--- config.mk ---
export PLATFORM = sky130hd
export DESIGN_NAME = triangle_tangent_binormal_unit
export DESIGN_NICKNAME = d
export VERILOG_FILES = /design/src/design/tbn_pkg.sv /design/src/design/tbn_mac.sv /design/src/design/tbn_div.sv /design/src/design/tbn_sqrt.sv /design/src/design/triangle_tangent_binormal_unit.sv
export VERILOG_INCLUDE_DIRS = /design/src /design/src/design
export SDC_FILE = /design/constraint.sdc
export NUM_CORES = 2
export LEC_CHECK = 0
export ABC_AREA = 0
export BUFFER_PORTS_ARGS = -buffer_cell sky130_fd_sc_hd__buf_2
export CAP_MARGIN = 10
export CORE_ASPECT_RATIO = 1.5
export CORE_MARGIN = 4
export CORE_UTILIZATION = 30
export CTS_CLUSTER_DIAMETER = 40
export DETAILED_ROUTE_END_ITERATION = 12
export GPL_ROUTABILITY_DRIVEN = 0
export GPL_TIMING_DRIVEN = 0
export PLACE_DENSITY_LB_ADDON = 0.12
export SYNTH_ARGS = -nofsm -noshare
export SYNTH_HDL_FRONTEND = slang
export SYNTH_SLANG_ARGS = --single-unit
--- constraint.sdc ---
create_clock -name clk -period 20.8 [get_ports clk]
set_input_delay 1.04 -clock clk [delete_from_list [all_inputs] [get_ports clk]]
set_output_delay 1.04 -clock clk [all_outputs]
set_load 0.005 [all_outputs]
--- src/design/assert_macros.svh ---
// Assertion shorthands for the tangent/binormal unit.
// Expects clk and rst (synchronous, active high) in the including scope.
`ifndef ASSERT_MACROS_SVH
`define ASSERT_MACROS_SVH

// same-cycle implication
`define ASSERT_IMPLIES(label, ante, cons) \
  label: assert property (@(posedge clk) disable iff (rst) (ante) |-> (cons)) \
    else $error("assertion failed");

// next-cycle implication
`define ASSERT_NEXT(label, ante, cons) \
  label: assert property (@(posedge clk) disable iff (rst) (ante) |=> (cons)) \
    else $error("assertion failed");

`endif

--- src/design/tbn_pkg.sv ---
// Shared types and constants of the tangent/binormal unit.
// No dependencies.
package tbn_pkg;

  localparam int IN_W      = 32;
  localparam int OUT_W     = 16;
  localparam int SLOPE_W   = 33;
  localparam int MAG_W     = 32;
  localparam int SUM_W     = 64;
  localparam int ROOT_W    = 32;
  localparam int Q_W       = 31;
  localparam int FRAC_SH   = 15;
  localparam int ZPAD_W    = Q_W - FRAC_SH;
  localparam int NS_W      = MAG_W + FRAC_SH + 1;
  localparam int DIV_CNT_W = $clog2(Q_W + 1);

  localparam logic signed [OUT_W-1:0]   ONE_Q14   = 16'sd16384;
  localparam logic signed [SLOPE_W-1:0] SLOPE_SAT = 33'sd2147483648;
  localparam logic signed [SLOPE_W-1:0] SLOPE_MAX = 33'sd2147483647;

  typedef struct packed {
    logic start;
    logic clr;
    logic neg;
  } mac_cmd_t;

  typedef enum logic [11:0] {
    ST_IDLE  = 12'b0000_0000_0001,
    ST_MAC   = 12'b0000_0000_0010,
    ST_MACW  = 12'b0000_0000_0100,
    ST_DIV   = 12'b0000_0000_1000,
    ST_DIVW  = 12'b0000_0001_0000,
    ST_LOAD  = 12'b0000_0010_0000,
    ST_SHIFT = 12'b0000_0100_0000,
    ST_SQRT  = 12'b0000_1000_0000,
    ST_SQRTW = 12'b0001_0000_0000,
    ST_NDIV  = 12'b0010_0000_0000,
    ST_NDIVW = 12'b0100_0000_0000,
    ST_DONE  = 12'b1000_0000_0000
  } state_t;

endpackage

--- src/design/tbn_mac.sv ---
// Bit-serial signed multiply-accumulate, one multiplier bit per cycle.
// Depends on tbn_pkg.
module tbn_mac import tbn_pkg::*; #(
  parameter int OP_W  = 33,
  parameter int ACC_W = 67
) (
  input  logic                    clk,
  input  logic                    rst,
  input  mac_cmd_t                cmd,
  input  logic signed [OP_W-1:0]  a,
  input  logic signed [OP_W-1:0]  b,
  output logic                    busy,
  output logic                    done,
  output logic signed [ACC_W-1:0] acc
);

  localparam int CNT_W = $clog2(OP_W + 1);

  logic [CNT_W-1:0] cnt;
  logic [ACC_W-1:0] mcand;
  logic [ACC_W-1:0] prod;
  logic [OP_W-1:0]  mb;
  logic [OP_W-1:0]  mag_a;
  logic [OP_W-1:0]  mag_b;
  logic             neg;
  logic             clr;
  logic signed [ACC_W-1:0] base;
  logic signed [ACC_W-1:0] term;

  assign mag_a = a[OP_W-1] ? OP_W'(-a) : OP_W'(a);
  assign mag_b = b[OP_W-1] ? OP_W'(-b) : OP_W'(b);
  assign base  = clr ? '0 : acc;
  assign term  = neg ? -$signed(prod) : $signed(prod);

  always_ff @(posedge clk) begin
    if (rst) begin
      busy <= 1'b0;
      done <= 1'b0;
    end else begin
      done <= 1'b0;
      if (cmd.start) begin
        busy <= 1'b1;
      end else if (busy && cnt == '0) begin
        busy <= 1'b0;
        done <= 1'b1;
      end
    end
  end

  always_ff @(posedge clk) begin
    if (cmd.start) begin
      cnt   <= CNT_W'(OP_W);
      mcand <= ACC_W'(mag_a);
      mb    <= mag_b;
      prod  <= '0;
      neg   <= a[OP_W-1] ^ b[OP_W-1] ^ cmd.neg;
      clr   <= cmd.clr;
    end else if (busy) begin
      if (cnt != '0) begin
        if (mb[0]) begin
          prod <= prod + mcand;
        end
        mcand <= mcand << 1;
        mb    <= mb >> 1;
        cnt   <= cnt - 1'b1;
      end else begin
        acc <= base + term;
      end
    end
  end

endmodule

--- src/design/tbn_div.sv ---
// Restoring divider, one quotient bit per cycle from a serial dividend stream.
// Depends on tbn_pkg.
module tbn_div import tbn_pkg::*; #(
  parameter int DEN_W = 67
) (
  input  logic                 clk,
  input  logic                 rst,
  input  logic                 start,
  input  logic [DEN_W-1:0]     rem0,
  input  logic [Q_W-1:0]       seq,
  input  logic [DIV_CNT_W-1:0] steps,
  input  logic [DEN_W-1:0]     den,
  output logic                 busy,
  output logic                 done,
  output logic [Q_W-1:0]       quot
);

  logic [DIV_CNT_W-1:0] cnt;
  logic [DEN_W-1:0]     rem;
  logic [DEN_W-1:0]     dreg;
  logic [Q_W-1:0]       sreg;
  logic [DEN_W:0]       trial;
  logic                 ge;

  assign trial = {rem, sreg[Q_W-1]};
  assign ge    = trial >= {1'b0, dreg};

  always_ff @(posedge clk) begin
    if (rst) begin
      busy <= 1'b0;
      done <= 1'b0;
    end else begin
      done <= 1'b0;
      if (start) begin
        busy <= 1'b1;
      end else if (busy && cnt == DIV_CNT_W'(1)) begin
        busy <= 1'b0;
        done <= 1'b1;
      end
    end
  end

  always_ff @(posedge clk) begin
    if (start) begin
      cnt  <= steps;
      rem  <= rem0;
      dreg <= den;
      sreg <= seq;
      quot <= '0;
    end else if (busy) begin
      rem  <= ge ? DEN_W'(trial - {1'b0, dreg}) : DEN_W'(trial);
      quot <= {quot[Q_W-2:0], ge};
      sreg <= sreg << 1;
      cnt  <= cnt - 1'b1;
    end
  end

endmodule

--- src/design/tbn_sqrt.sv ---
// Bitwise integer square root, one root bit per cycle.
// Depends on tbn_pkg.
module tbn_sqrt import tbn_pkg::*; (
  input  logic              clk,
  input  logic              rst,
  input  logic              start,
  input  logic [SUM_W-1:0]  x,
  output logic              busy,
  output logic              done,
  output logic [ROOT_W-1:0] root
);

  localparam int CNT_W = $clog2(ROOT_W + 1);

  logic [CNT_W-1:0] cnt;
  logic [SUM_W-1:0] xr;
  logic [SUM_W-1:0] r;
  logic [SUM_W-1:0] bitr;
  logic [SUM_W-1:0] trial;

  assign trial = r + bitr;
  assign root  = r[ROOT_W-1:0];

  always_ff @(posedge clk) begin
    if (rst) begin
      busy <= 1'b0;
      done <= 1'b0;
    end else begin
      done <= 1'b0;
      if (start) begin
        busy <= 1'b1;
      end else if (busy && cnt == CNT_W'(1)) begin
        busy <= 1'b0;
        done <= 1'b1;
      end
    end
  end

  always_ff @(posedge clk) begin
    if (start) begin
      cnt  <= CNT_W'(ROOT_W);
      xr   <= x;
      r    <= '0;
      bitr <= SUM_W'(1) << (SUM_W - 2);
    end else if (busy) begin
      if (xr >= trial) begin
        xr <= xr - trial;
        r  <= (r >> 1) + bitr;
      end else begin
        r <= r >> 1;
      end
      bitr <= bitr >> 2;
      cnt  <= cnt - 1'b1;
    end
  end

endmodule

--- src/design/triangle_tangent_binormal_unit.sv ---
// Triangle tangent/binormal unit: takes one vertex per transfer, and after every third
// vertex delivers one unit tangent and binormal (Q1.14) for that triangle. The first two
// vertices of a triangle are only stored. The third starts a sequence on one bit-serial
// multiply-accumulator (20 products: two for the area term, four per axis for the slope
// numerators, three per sum of squares), one serial divider (six slopes, six normalizing
// quotients) and a serial square root (two roots), plus a load step and a shift loop per
// vector. A degenerate triangle ends after the first two products. One finished result waits
// in the output register while the next vertices come in.
`include "assert_macros.svh"

module triangle_tangent_binormal_unit import tbn_pkg::*; #(
  parameter int COORD_WIDTH = 32
) (
  input  logic                    clk,
  input  logic                    rst,
  input  logic                    in_valid,
  output logic                    in_ready,
  input  logic signed [IN_W-1:0]  pos_x,
  input  logic signed [IN_W-1:0]  pos_y,
  input  logic signed [IN_W-1:0]  pos_z,
  input  logic signed [IN_W-1:0]  tex_u,
  input  logic signed [IN_W-1:0]  tex_v,
  output logic                    out_valid,
  input  logic                    out_ready,
  output logic signed [OUT_W-1:0] tangent_x,
  output logic signed [OUT_W-1:0] tangent_y,
  output logic signed [OUT_W-1:0] tangent_z,
  output logic signed [OUT_W-1:0] binormal_x,
  output logic signed [OUT_W-1:0] binormal_y,
  output logic signed [OUT_W-1:0] binormal_z,
  output logic                    degenerate
);

  localparam int DW    = COORD_WIDTH + 1;
  localparam int PW    = 2 * DW + 1;
  localparam int OP_W  = (DW > SLOPE_W) ? DW : SLOPE_W;
  localparam int ACC_W = (PW > SUM_W + 1) ? PW : SUM_W + 1;
  localparam int DEN_W = PW;

  function automatic logic signed [DW-1:0] sx(input logic [COORD_WIDTH-1:0] x);
    return $signed({x[COORD_WIDTH-1], x});
  endfunction

  state_t state;
  logic [1:0] phase;
  logic [COORD_WIDTH-1:0] sv_px [2];
  logic [COORD_WIDTH-1:0] sv_py [2];
  logic [COORD_WIDTH-1:0] sv_pz [2];
  logic [COORD_WIDTH-1:0] sv_u  [2];
  logic [COORD_WIDTH-1:0] sv_v  [2];

  logic signed [DW-1:0] du1, dv1, du2, dv2;
  logic signed [DW-1:0] dp1 [3];
  logic signed [DW-1:0] dp2 [3];

  logic       cx_ok, in_norm, nv;
  logic [1:0] mi;
  logic [2:0] k;
  logic [1:0] axis;

  logic signed [PW-1:0] cx_reg;
  logic [PW-1:0]        cx_mag;
  logic                 div_sat, div_neg;

  logic signed [SLOPE_W-1:0] tin [3];
  logic signed [SLOPE_W-1:0] bin [3];
  logic [MAG_W-1:0]          m   [3];
  logic [ROOT_W-1:0]         len;

  logic signed [OUT_W-1:0] res_t [3];
  logic signed [OUT_W-1:0] res_b [3];
  logic                    res_deg;

  mac_cmd_t                mac_cmd;
  logic signed [OP_W-1:0]  mac_a, mac_b;
  logic                    mac_busy, mac_done;
  logic signed [ACC_W-1:0] acc;

  logic                 div_start, div_busy, div_done;
  logic [DEN_W-1:0]     div_rem0, div_den;
  logic [Q_W-1:0]       div_seq, div_quot;
  logic [DIV_CNT_W-1:0] div_steps;

  logic              sqrt_busy, sqrt_done;
  logic [ROOT_W-1:0] root;

  logic signed [DW-1:0]      s_dp1, s_dp2;
  logic [MAG_W-1:0]          s_m;
  logic signed [SLOPE_W-1:0] s_vec;
  logic signed [PW-1:0]      num;
  logic [PW-1:0]             num_mag;
  logic [NS_W-1:0]           nsum;
  logic [SLOPE_W-1:0]        qv;
  logic signed [SLOPE_W-1:0] slope, slope_st;
  logic [FRAC_SH-1:0]        qn;
  logic [OUT_W-1:0]          qc;
  logic signed [OUT_W-1:0]   comp;
  logic                      all_zero, top_set;

  assign axis     = k[2:1];
  assign in_ready = (state == ST_IDLE);

  always_comb begin
    unique case (axis)
      2'd0:    begin s_dp1 = dp1[0]; s_dp2 = dp2[0]; end
      2'd1:    begin s_dp1 = dp1[1]; s_dp2 = dp2[1]; end
      default: begin s_dp1 = dp1[2]; s_dp2 = dp2[2]; end
    endcase
    unique case (mi)
      2'd0:    begin s_m = m[0]; s_vec = nv ? bin[0] : tin[0]; end
      2'd1:    begin s_m = m[1]; s_vec = nv ? bin[1] : tin[1]; end
      default: begin s_m = m[2]; s_vec = nv ? bin[2] : tin[2]; end
    endcase
  end

  always_comb begin
    mac_cmd.start = (state == ST_MAC);
    mac_cmd.clr   = (mi == 2'd0);
    mac_cmd.neg   = (mi != 2'd0) && !in_norm;
    if (!cx_ok) begin
      mac_a = (mi == 2'd0) ? OP_W'(du1) : OP_W'(dv1);
      mac_b = (mi == 2'd0) ? OP_W'(dv2) : OP_W'(du2);
    end else if (!in_norm) begin
      if (!k[0]) begin
        mac_a = (mi == 2'd0) ? OP_W'(dv1)   : OP_W'(s_dp1);
        mac_b = (mi == 2'd0) ? OP_W'(s_dp2) : OP_W'(dv2);
      end else begin
        mac_a = (mi == 2'd0) ? OP_W'(s_dp1) : OP_W'(du1);
        mac_b = (mi == 2'd0) ? OP_W'(du2)   : OP_W'(s_dp2);
      end
    end else begin
      mac_a = OP_W'($signed({1'b0, s_m}));
      mac_b = OP_W'($signed({1'b0, s_m}));
    end
  end

  assign num     = acc[PW-1:0];
  assign num_mag = num[PW-1] ? PW'(-num) : PW'(num);
  assign nsum    = NS_W'({s_m, {FRAC_SH{1'b0}}}) + NS_W'(len);

  always_comb begin
    div_start = (state == ST_DIV) || (state == ST_NDIV);
    if (state == ST_DIV) begin
      div_rem0  = DEN_W'(num_mag >> FRAC_SH);
      div_seq   = {num_mag[FRAC_SH-1:0], {ZPAD_W{1'b0}}};
      div_steps = DIV_CNT_W'(Q_W);
      div_den   = cx_mag;
    end else begin
      div_rem0  = DEN_W'(nsum[NS_W-1:FRAC_SH]);
      div_seq   = {nsum[FRAC_SH-1:0], {ZPAD_W{1'b0}}};
      div_steps = DIV_CNT_W'(FRAC_SH);
      div_den   = DEN_W'({len, 1'b0});
    end
  end

  always_comb begin
    qv       = div_sat ? SLOPE_SAT : SLOPE_W'(div_quot);
    slope    = div_neg ? -$signed(qv) : (div_sat ? SLOPE_MAX : $signed(qv));
    slope_st = k[0] ? -slope : slope;
    qn       = div_quot[FRAC_SH-1:0];
    qc       = ($signed({1'b0, qn}) > ONE_Q14) ? ONE_Q14 : OUT_W'(qn);
    comp     = s_vec[SLOPE_W-1] ? -$signed(qc) : $signed(qc);
    all_zero = (m[0] == '0) && (m[1] == '0) && (m[2] == '0);
    top_set  = (|m[0][MAG_W-1:MAG_W-2]) || (|m[1][MAG_W-1:MAG_W-2])
            || (|m[2][MAG_W-1:MAG_W-2]);
  end

  always_ff @(posedge clk) begin
    if (rst) begin
      state     <= ST_IDLE;
      phase     <= '0;
      out_valid <= 1'b0;
      cx_ok     <= 1'b0;
      in_norm   <= 1'b0;
      nv        <= 1'b0;
      mi        <= '0;
      k         <= '0;
    end else begin
      if (out_valid && out_ready) begin
        out_valid <= 1'b0;
      end
      unique case (state)
        ST_IDLE: begin
          if (in_valid) begin
            if (phase < 2'd2) begin
              sv_px[phase[0]] <= pos_x[COORD_WIDTH-1:0];
              sv_py[phase[0]] <= pos_y[COORD_WIDTH-1:0];
              sv_pz[phase[0]] <= pos_z[COORD_WIDTH-1:0];
              sv_u[phase[0]]  <= tex_u[COORD_WIDTH-1:0];
              sv_v[phase[0]]  <= tex_v[COORD_WIDTH-1:0];
              phase <= phase + 2'd1;
            end else begin
              phase   <= '0;
              du1     <= sx(sv_u[1]) - sx(sv_u[0]);
              dv1     <= sx(sv_v[1]) - sx(sv_v[0]);
              du2     <= sx(tex_u[COORD_WIDTH-1:0]) - sx(sv_u[1]);
              dv2     <= sx(tex_v[COORD_WIDTH-1:0]) - sx(sv_v[1]);
              dp1[0]  <= sx(sv_px[1]) - sx(sv_px[0]);
              dp1[1]  <= sx(sv_py[1]) - sx(sv_py[0]);
              dp1[2]  <= sx(sv_pz[1]) - sx(sv_pz[0]);
              dp2[0]  <= sx(pos_x[COORD_WIDTH-1:0]) - sx(sv_px[1]);
              dp2[1]  <= sx(pos_y[COORD_WIDTH-1:0]) - sx(sv_py[1]);
              dp2[2]  <= sx(pos_z[COORD_WIDTH-1:0]) - sx(sv_pz[1]);
              cx_ok   <= 1'b0;
              in_norm <= 1'b0;
              mi      <= '0;
              res_deg <= 1'b0;
              state   <= ST_MAC;
            end
          end
        end
        ST_MAC: state <= ST_MACW;
        ST_MACW: begin
          if (mac_done) begin
            if (!cx_ok) begin
              if (mi == 2'd0) begin
                mi    <= 2'd1;
                state <= ST_MAC;
              end else begin
                cx_reg <= num;
                cx_mag <= num_mag;
                if (acc == '0) begin
                  res_t[0] <= '0;
                  res_t[1] <= ONE_Q14;
                  res_t[2] <= '0;
                  res_b[0] <= ONE_Q14;
                  res_b[1] <= '0;
                  res_b[2] <= '0;
                  res_deg  <= 1'b1;
                  state    <= ST_DONE;
                end else begin
                  cx_ok <= 1'b1;
                  k     <= '0;
                  mi    <= '0;
                  state <= ST_MAC;
                end
              end
            end else if (!in_norm) begin
              if (mi == 2'd0) begin
                mi    <= 2'd1;
                state <= ST_MAC;
              end else begin
                state <= ST_DIV;
              end
            end else begin
              if (mi == 2'd2) begin
                state <= ST_SQRT;
              end else begin
                mi    <= mi + 2'd1;
                state <= ST_MAC;
              end
            end
          end
        end
        ST_DIV: begin
          div_sat <= (num_mag >> FRAC_SH) >= cx_mag;
          div_neg <= (num[PW-1] == cx_reg[PW-1]);
          state   <= ST_DIVW;
        end
        ST_DIVW: begin
          if (div_done) begin
            unique case ({axis, k[0]})
              3'b000:  tin[0] <= slope_st;
              3'b001:  bin[0] <= slope_st;
              3'b010:  tin[1] <= slope_st;
              3'b011:  bin[1] <= slope_st;
              3'b100:  tin[2] <= slope_st;
              default: bin[2] <= slope_st;
            endcase
            if (k == 3'd5) begin
              nv    <= 1'b0;
              state <= ST_LOAD;
            end else begin
              k     <= k + 3'd1;
              mi    <= '0;
              state <= ST_MAC;
            end
          end
        end
        ST_LOAD: begin
          for (int i = 0; i < 3; i++) begin
            if (nv) begin
              m[i] <= bin[i][SLOPE_W-1] ? MAG_W'(-bin[i]) : MAG_W'(bin[i]);
            end else begin
              m[i] <= tin[i][SLOPE_W-1] ? MAG_W'(-tin[i]) : MAG_W'(tin[i]);
            end
          end
          in_norm <= 1'b0;
          state   <= ST_SHIFT;
        end
        ST_SHIFT: begin
          if (all_zero) begin
            for (int i = 0; i < 3; i++) begin
              if (nv) begin
                res_b[i] <= '0;
              end else begin
                res_t[i] <= '0;
              end
            end
            if (nv) begin
              state <= ST_DONE;
            end else begin
              nv    <= 1'b1;
              state <= ST_LOAD;
            end
          end else if (!top_set) begin
            for (int i = 0; i < 3; i++) begin
              m[i] <= m[i] << 1;
            end
          end else begin
            in_norm <= 1'b1;
            mi      <= '0;
            state   <= ST_MAC;
          end
        end
        ST_SQRT: state <= ST_SQRTW;
        ST_SQRTW: begin
          if (sqrt_done) begin
            len   <= root;
            mi    <= '0;
            state <= ST_NDIV;
          end
        end
        ST_NDIV: state <= ST_NDIVW;
        ST_NDIVW: begin
          if (div_done) begin
            unique case ({nv, mi})
              3'b000:  res_t[0] <= comp;
              3'b001:  res_t[1] <= comp;
              3'b010:  res_t[2] <= comp;
              3'b100:  res_b[0] <= comp;
              3'b101:  res_b[1] <= comp;
              default: res_b[2] <= comp;
            endcase
            if (mi == 2'd2) begin
              if (nv) begin
                state <= ST_DONE;
              end else begin
                nv    <= 1'b1;
                state <= ST_LOAD;
              end
            end else begin
              mi    <= mi + 2'd1;
              state <= ST_NDIV;
            end
          end
        end
        ST_DONE: begin
          if (!out_valid) begin
            tangent_x  <= res_t[0];
            tangent_y  <= res_t[1];
            tangent_z  <= res_t[2];
            binormal_x <= res_b[0];
            binormal_y <= res_b[1];
            binormal_z <= res_b[2];
            degenerate <= res_deg;
            out_valid  <= 1'b1;
            state      <= ST_IDLE;
          end
        end
        default: state <= ST_IDLE;
      endcase
    end
  end

  tbn_mac #(.OP_W(OP_W), .ACC_W(ACC_W)) u_mac (
    .clk  (clk),
    .rst  (rst),
    .cmd  (mac_cmd),
    .a    (mac_a),
    .b    (mac_b),
    .busy (mac_busy),
    .done (mac_done),
    .acc  (acc)
  );

  tbn_div #(.DEN_W(DEN_W)) u_div (
    .clk   (clk),
    .rst   (rst),
    .start (div_start),
    .rem0  (div_rem0),
    .seq   (div_seq),
    .steps (div_steps),
    .den   (div_den),
    .busy  (div_busy),
    .done  (div_done),
    .quot  (div_quot)
  );

  tbn_sqrt u_sqrt (
    .clk   (clk),
    .rst   (rst),
    .start (state == ST_SQRT),
    .x     (acc[SUM_W-1:0]),
    .busy  (sqrt_busy),
    .done  (sqrt_done),
    .root  (root)
  );

  `ASSERT_NEXT(a_out_from_done, !out_valid && state != ST_DONE, !out_valid)
  `ASSERT_IMPLIES(a_deg, out_valid && degenerate, tangent_y == ONE_Q14 && tangent_x == '0)
  `ASSERT_IMPLIES(a_ready_units_idle, in_ready, !mac_busy && !div_busy && !sqrt_busy)
  `ASSERT_IMPLIES(a_phase_range, 1'b1, phase != 2'd3)

endmodule

# Word level (Yosys, flattened, before mapping)
# Memory sizes are Yosys's and may differ from the RTL's. A register that Yosys moved wholly into a read port is not among the register bits.
# Index checks and enable logic that the tools add are counted.
[op_classes]
n_addsub = 36
n_lt_le_gt_ge = 5
n_eq_ne = 47
n_mux = 261
bitwise_logic = 27
n_reduce_logical = 65
[ops]
columns = ["cell", "count"]
rows = [
  ["2-to-1 mux 33 bit", 30],
  ["2-to-1 mux 32 bit", 14],
  ["2-to-1 mux 67 bit", 6],
  ["subtractor 32 x 32 -> 33 bit", 10],
  ["2-to-1 mux 64 bit", 4],
  ["2-to-1 mux 16 bit", 13],
  ["one-hot mux 33 bit (2 select lines)", 3],
  ["negation 32 bit", 6],
  ["2-to-1 mux 12 bit", 15],
  ["one-hot mux 12 bit (12 select lines)", 1],
  ["adder 67 bit", 2],
  ["negation 67 bit", 2],
  ["OR reduction 33 bit", 4],
  ["2-to-1 mux 1 bit", 131],
  ["negation 33 bit", 3],
  ["logical NOT 32 bit", 3],
  ["2-to-1 mux 31 bit", 3],
  [">= comparator 68 x 67 -> 1 bit", 1],
  [">= comparator 52 x 67 -> 1 bit", 1],
  ["logical NOT 67 bit", 1],
  ["subtractor 67 bit", 1],
  ["adder 63 x 63 -> 64 bit", 1],
  ["adder 64 x 63 -> 64 bit", 1],
  [">= comparator 64 bit", 1],
  ["69 further kinds", 184],
]
[word_totals]
reg_bits = 940
ramBits = 908
input_bits = 164
out_inout_bits = 99
word_cells = 496
n_memories = 12
[mem_list]
columns = ["memory", "depth", "width", "read_ports", "rd_clocked_by_memory_dff", "write_ports", "line", "rtl"]
rows = [
  ["bin", 3, 33, 3, 0, 1, "triangle_tangent_binormal_unit.sv:66", "logic signed [SLOPE_W-1:0] bin [3];"],
  ["dp1", 3, 33, 3, 0, 3, "triangle_tangent_binormal_unit.sv:53", "logic signed [DW-1:0] dp1 [3];"],
  ["dp2", 3, 33, 3, 0, 3, "triangle_tangent_binormal_unit.sv:54", "logic signed [DW-1:0] dp2 [3];"],
  ["tin", 3, 33, 3, 0, 1, "triangle_tangent_binormal_unit.sv:65", "logic signed [SLOPE_W-1:0] tin [3];"],
  ["m", 3, 32, 3, 0, 3, "triangle_tangent_binormal_unit.sv:67", "logic [MAG_W-1:0] m [3];"],
  ["sv_px", 2, 32, 2, 0, 1, "triangle_tangent_binormal_unit.sv:46", "logic [COORD_WIDTH-1:0] sv_px [2];"],
  ["6 more memories", "-", "-", "-", "-", "-", "-", ""],
]

# Logic depth before layout (Yosys ltp)
[depth]
ltp_word = 10
mapped_depth = 30

# Modules after synthesis
# Synthesis repeated with hierarchy kept, for this count alone.
[unflattened]
cells_unflattened = 12412
hier_area_um2 = 120833.4
[by_module_without_submodules]
columns = ["mod", "n_inst", "cells_each", "area_per_inst_um2"]
rows = [
  ["triangle_tangent_binormal_unit", 1, 6868, 73454.2],
  ["tbn_mac", 1, 2308, 19204.7],
  ["tbn_sqrt", 1, 1958, 15447.3],
  ["tbn_div", 1, 1278, 12727.2],
]

# Worst setup path after synthesis
# OpenSTA, ideal clock, no wires.
[synth_timing]
path_type = "flip-flop to flip-flop"
startpoint = "reg state[3]"
endpoint = "mem sv_px[0][0], enable pin"
setup_ns = 1.073
arrival_time_ns = 16.852
setup_slack_ns = 2.876
path_stages_with_launch = 9
path_buffers = 3
path_cell_list = "dfxtp_1 -> clkbuf_1 -> nor4_1 -> and2_0 -> clkbuf_1 -> and4b_1 -> clkbuf_1 -> nand2_1 -> nor4_1"
[synth_between]
elab_chain_len = 4
[synth_lines]
columns = ["item", "line", "rtl"]
rows = [
  ["start: declaration", "triangle_tangent_binormal_unit.sv:44", "state_t state;"],
  ["start signal: assignment", "triangle_tangent_binormal_unit.sv:170", "state <= ST_IDLE;"],
  ["start signal: assignment", "triangle_tangent_binormal_unit.sv:208", "state <= ST_MAC;"],
  ["start signal: assignment", "triangle_tangent_binormal_unit.sv:212", "ST_MAC: state <= ST_MACW;"],
  ["equality test 12 x 1 -> 1 bit", "-", ""],
  ["via in_ready", "triangle_tangent_binormal_unit.sv:17", "output logic in_ready,"],
  ["2-to-1 mux 1 bit", "triangle_tangent_binormal_unit.sv:182", "unique case (state)"],
  ["2-to-1 mux 1 bit", "triangle_tangent_binormal_unit.sv:169", "if (rst) begin"],
  ["2-to-1 mux 1 bit (not written as such)", "triangle_tangent_binormal_unit.sv:186", "sv_px[phase[0]] <= pos_x[COORD_WIDTH-1:0];"],
  ["end: declaration", "triangle_tangent_binormal_unit.sv:46", ""],
]
# The timed path passes the listed nets, and every way through them passes these cells.

# Worst setup path after layout
[layout_timing]
startpoint = "reg u_sqrt.r[2]"
endpoint = "reg u_sqrt.xr[56], enable pin"
[layout_between]
elab_chain_len = 4
[layout_lines]
columns = ["item", "line", "rtl"]
rows = [
  ["start: declaration", "tbn_sqrt.sv:17", "logic [SUM_W-1:0] r;"],
  ["start signal: assignment", "tbn_sqrt.sv:48", "r <= (r >> 1) + bitr;"],
  ["start signal: assignment", "tbn_sqrt.sv:50", "r <= r >> 1;"],
  ["adder 64 x 63 -> 64 bit", "tbn_sqrt.sv:21", "assign trial = r + bitr;"],
  [">= comparator 64 bit", "tbn_sqrt.sv:46", "if (xr >= trial) begin"],
  ["nonzero test 2 bit (no source line)", "-", ""],
  ["AND reduction 2 bit (no source line)", "-", ""],
  ["end signal: assignment", "tbn_sqrt.sv:47", "xr <= xr - trial;"],
  ["end: declaration", "tbn_sqrt.sv:16", "logic [SUM_W-1:0] xr;"],
]
# No other way between the ends.
# A chain may end at the register's enable or synchronous reset.

==> results by group <==
Hold path
  • Hold Path Depth: 1
  • Startpoint of the lowest-slack hold path: pos_x[0]
  • Type of the worst min-delay path: in2reg
  • End of the worst hold path: sv_px[0][0]$_DFFE_PP_

Timing
  • Number of setup violations in the final report: 0
  • Post-route fraction of the period consumed by the critical path: approximately half
  • Final Slew Violations: 1
  • Minimum clock period: ~10 ns
  • Setup slack of the critical path after layout: approximately 11 ns
  • Worst Max-Slew Pin Slew: approximately 1.5 ns
  • Final Hold Fails: 0
  • Final Skew: 0.07015 ns
  • Unrepaired setup endpoints after global routing: no
  • Upper clock frequency limit: 98.34 MHz
  • Slew margin rel.: -0.02627%

CTS
  • TritonCTS clock tree: done
  • Maximum buffer depth of the clock tree: 4
  • Total number of clock tree sinks: around 1900
  • Reg clk slew, reported paths: roughly 0.06 ns
  • Post-CTS Hold Buffers: 0
  • CTS H-Tree Depth: 5
  • CTS Buf Count: around 320
  • Number of setup buffers added after CTS: 0
  • Skew-Pair Late Insertion Delay: 0.94 ns
  • Clk Tree Root Cell: sky130_fd_sc_hd__clkbuf_16
  • Post_cts resized: 0

Synthesis
  • Syn Area/Cell: between 9 and 10 um^2
  • Sequential element share of the synthesized area: a little under half
  • Netlist area before placement: ~0.12 mm^2
  • Synth warnings: 0
  • Number of cells produced by synthesis: ~12000
  • Number of nets produced by synthesis: 12900
  • Post-synthesis register bit count: between 1500 and 2000
  • Count of flip-flops with a built-in enable after synthesis: 1591
  • Fraction of synthesis flops using an asynchronous set or reset pin: 0%
  • Synth unique cells: between 90 and 100
  • Commonest register cell after synthesis: sky130_fd_sc_hd__edfxtp_1

Pwr
  • Leakage power of the design: 52.46 nW
  • Largest voltage drop on the vdd net: ~0.068 mV
  • PwrDens: between 80 and 90 mW/mm^2
  • Power, Total: between 10 and 15 mW

Worst setup path
  • Reg2Reg Depth: 29
  • Class of the most critical setup path: reg2reg
  • CP Capture Type: register
  • Startpoint type of the worst setup path: register
  • Cell with the largest stage delay on the worst path: sky130_fd_sc_hd__a21oi_1
  • Worst setup path start: u_sqrt.r[2]$_SDFFE_PP0P_
  • Crit path top cell by count: sky130_fd_sc_hd__a21oi_1
  • R2r startpoint: u_sqrt.r[2]$_SDFFE_PP0P_
  • Register-to-register setup slack: about 11 ns
  • Largest fanout on the critical path: 25
  • Required time of the critical path: 21.44 ns
  • Delay of the slowest critical-path stage: between 0.8 and 0.9 ns
  • Reg2Reg Capture Point: u_sqrt.xr[56]$_DFFE_PP_
  • Arrival time at the worst endpoint: between 10 and 15 ns

Detailed routing
  • Avg WL per Cell: ~26 um
  • Total Routed Length: 472.6 mm
  • Detail Route Antenna Nets: 0
  • Top Layer Used: met5
  • DRC violations left: 0
  • Count of routing violations after the opening detailed-route iteration: roughly 7000
  • Routed length on met3: 27.26 mm
  • Wl on met1: 166.4 mm
  • Drt first pass iters: 6
  • Detail Route met2 WL: ~240 mm
  • Via-per-instance ratio: roughly 5.4
  • Vias: ~97000

Global routing
  • Global-route usage over all layers: 22.68%
  • Gr ovfl total: 0
  • Maximum number of pins on one net before global-route repair: 67
  • Number of antenna violations at the first check in global routing: 98
  • Number of global-route vias before repair: 97590
  • Global-route wire length before repair: between 600 and 700 mm

Placed design
  • Number of buffer cells added on primary ports: 262
  • DP Wirelength: roughly 380 mm
  • Post-Place Setup Slack: 10.89 ns
  • Number of placed cells counting well taps: 17480

Finish
  • NumNets Final: roughly 14000
  • Filler cell count in the final layout: 38890
  • Number of standard cells in the layout, taps in and fillers out: 18110
  • Core Util, Final: a little over a third
  • Area delta synth->final: 17.94%
  • Fraction of final layout cells with drive strength greater than 1: under 10%

Die
  • Starting utilization of the core area: between 30% and 40%
  • IO Count: ~260
  • Chip Width: approximately 520 um
  • Core Box Area: between 0.3 and 0.4 mm^2
  • Die outline area: 0.3999 mm^2
  • Standard-cell rows: between 200 and 300
  • Vert. Die Dim: between 700 and 800 um

Run
  • Maximum capacitance violations: 1

Run status
  • Run status: complete, but fails checks
  • Violated checks: max-capacitance violations, max-slew violations
[worst max-delay path: cells and delay by family, from the launching register on]
kind	cells	cell delay (ns)
buf+inv	6	2.63
simple gates	3	0.33
flops	1	0.54
compound gates	17	4.87
fa+ha+maj	2	0.71
xor+xnor	1	0.73
[metal layers]
metal / up-vias / track usage [%]
met1: 47140 / 23.13
met5: - / 0
li1: 45640 / -
met3: 1166 / 4.504
met2: 3067 / 41.77
met4: 94 / 15.33
[cells in the mapped netlist, types with 112 or more instances]
cell	number	area [um^2]
sky130_fd_sc_hd__a211oi_1	160	1201
sky130_fd_sc_hd__a21o_1	295	2215
sky130_fd_sc_hd__a21oi_1	897	4489
sky130_fd_sc_hd__a31oi_1	130	813.3
sky130_fd_sc_hd__clkbuf_1	374	1404
sky130_fd_sc_hd__dfxtp_1	271	5425
sky130_fd_sc_hd__edfxtp_1	1591	47780
sky130_fd_sc_hd__ha_1	745	9321
sky130_fd_sc_hd__inv_1	704	2643
sky130_fd_sc_hd__mux2i_1	209	2092
sky130_fd_sc_hd__nand2_1	1122	4212
sky130_fd_sc_hd__nand2b_1	147	919.6
sky130_fd_sc_hd__nand3_1	185	925.9
sky130_fd_sc_hd__nor2_1	948	3558
sky130_fd_sc_hd__nor2b_1	217	1358
sky130_fd_sc_hd__nor3_1	189	945.9
sky130_fd_sc_hd__o21ai_0	902	4514
sky130_fd_sc_hd__o31ai_1	142	1066
sky130_fd_sc_hd__or3_1	112	700.7
sky130_fd_sc_hd__xnor2_1	669	5859
sky130_fd_sc_hd__xor2_1	357	3127
[through the flow]
| stage | instance area [um^2] | hold slack (ns) | setup TNS (ns) |
|---|---|---|---|
| finish | 137900 | 0.3249 | 0 |
| CTS | 137700 | 0.2299 | 0 |
| floorplan | 116900 | 0.4003 | 0 |
| detailed placement | 126800 | 0.4045 | 0 |
| global route | 137800 | 0.2861 | 0 |
| global placement | 124600 | 0.4001 | -3826.67 |
[cell type report]
class                           count  area (um^2)  area share [%]
Inverter                          707         2654           1.925
Sequential cell                  1862        53200           38.58
Clock buffer                      356         8384           6.081
Tap cell                         5076         6351           4.606
Timing Repair Buffer              436         3372           2.446
Buffer                            473         1888           1.369
Multi-Input combinational cell   8931        59420           43.10
Clock inverter                    229         2514           1.823
Antenna cell                       39        97.59         0.07078
[how the worst max path moves through the flow]
stage / to / slack, ns / depth (start not counted)
floorplan: sv_px[0][0]$_DFFE_PP_ / 2.88 / 8
global placement: sv_px[0][30]$_DFFE_PP_ / -13.56 / 8
detailed placement: u_sqrt.xr[56]$_DFFE_PP_ / 10.89 / 29
CTS: u_sqrt.xr[56]$_DFFE_PP_ / 10.83 / 29
global route: u_sqrt.xr[56]$_DFFE_PP_ / 10.30 / 29
finish: u_sqrt.xr[56]$_DFFE_PP_ / 10.63 / 29
[report_power, final]
group / switching (mW) / internal [mW] / leakage [nW]
logic: 1.52 / 0.901 / 30.6
registers: 0.128 / 4.30 / 16.6
clock network: 2.11 / 3.33 / 5.26
total: 3.76 / 8.53 / 52.5
[kinds of logic after synthesis]
family,synth area share (%)
adder cells (fa/ha/maj),8.230
AND/OR/NAND/NOR,14.12
multiplexers,2.233
buffers and inverters,3.878
XOR/XNOR,7.687
AO/OA/AOI/OAI,18.34
flip-flops,45.51
[placed cells by master (no fill, tap or decap), drive strengths merged, types with 271 or more instances in the layout]
| cell type | n |
|---|---|
| inv | 772 |
| edfxtp | 1591 |
| a21oi | 897 |
| o21ai | 912 |
| ha | 745 |
| nor2 | 948 |
| xor2 | 357 |
| nand2 | 1122 |
| a21o | 295 |
| clkbuf | 730 |
| dfxtp | 271 |
| xnor2 | 669 |
| buf | 534 |
Note: power is estimated with default switching activity, not from simulation.
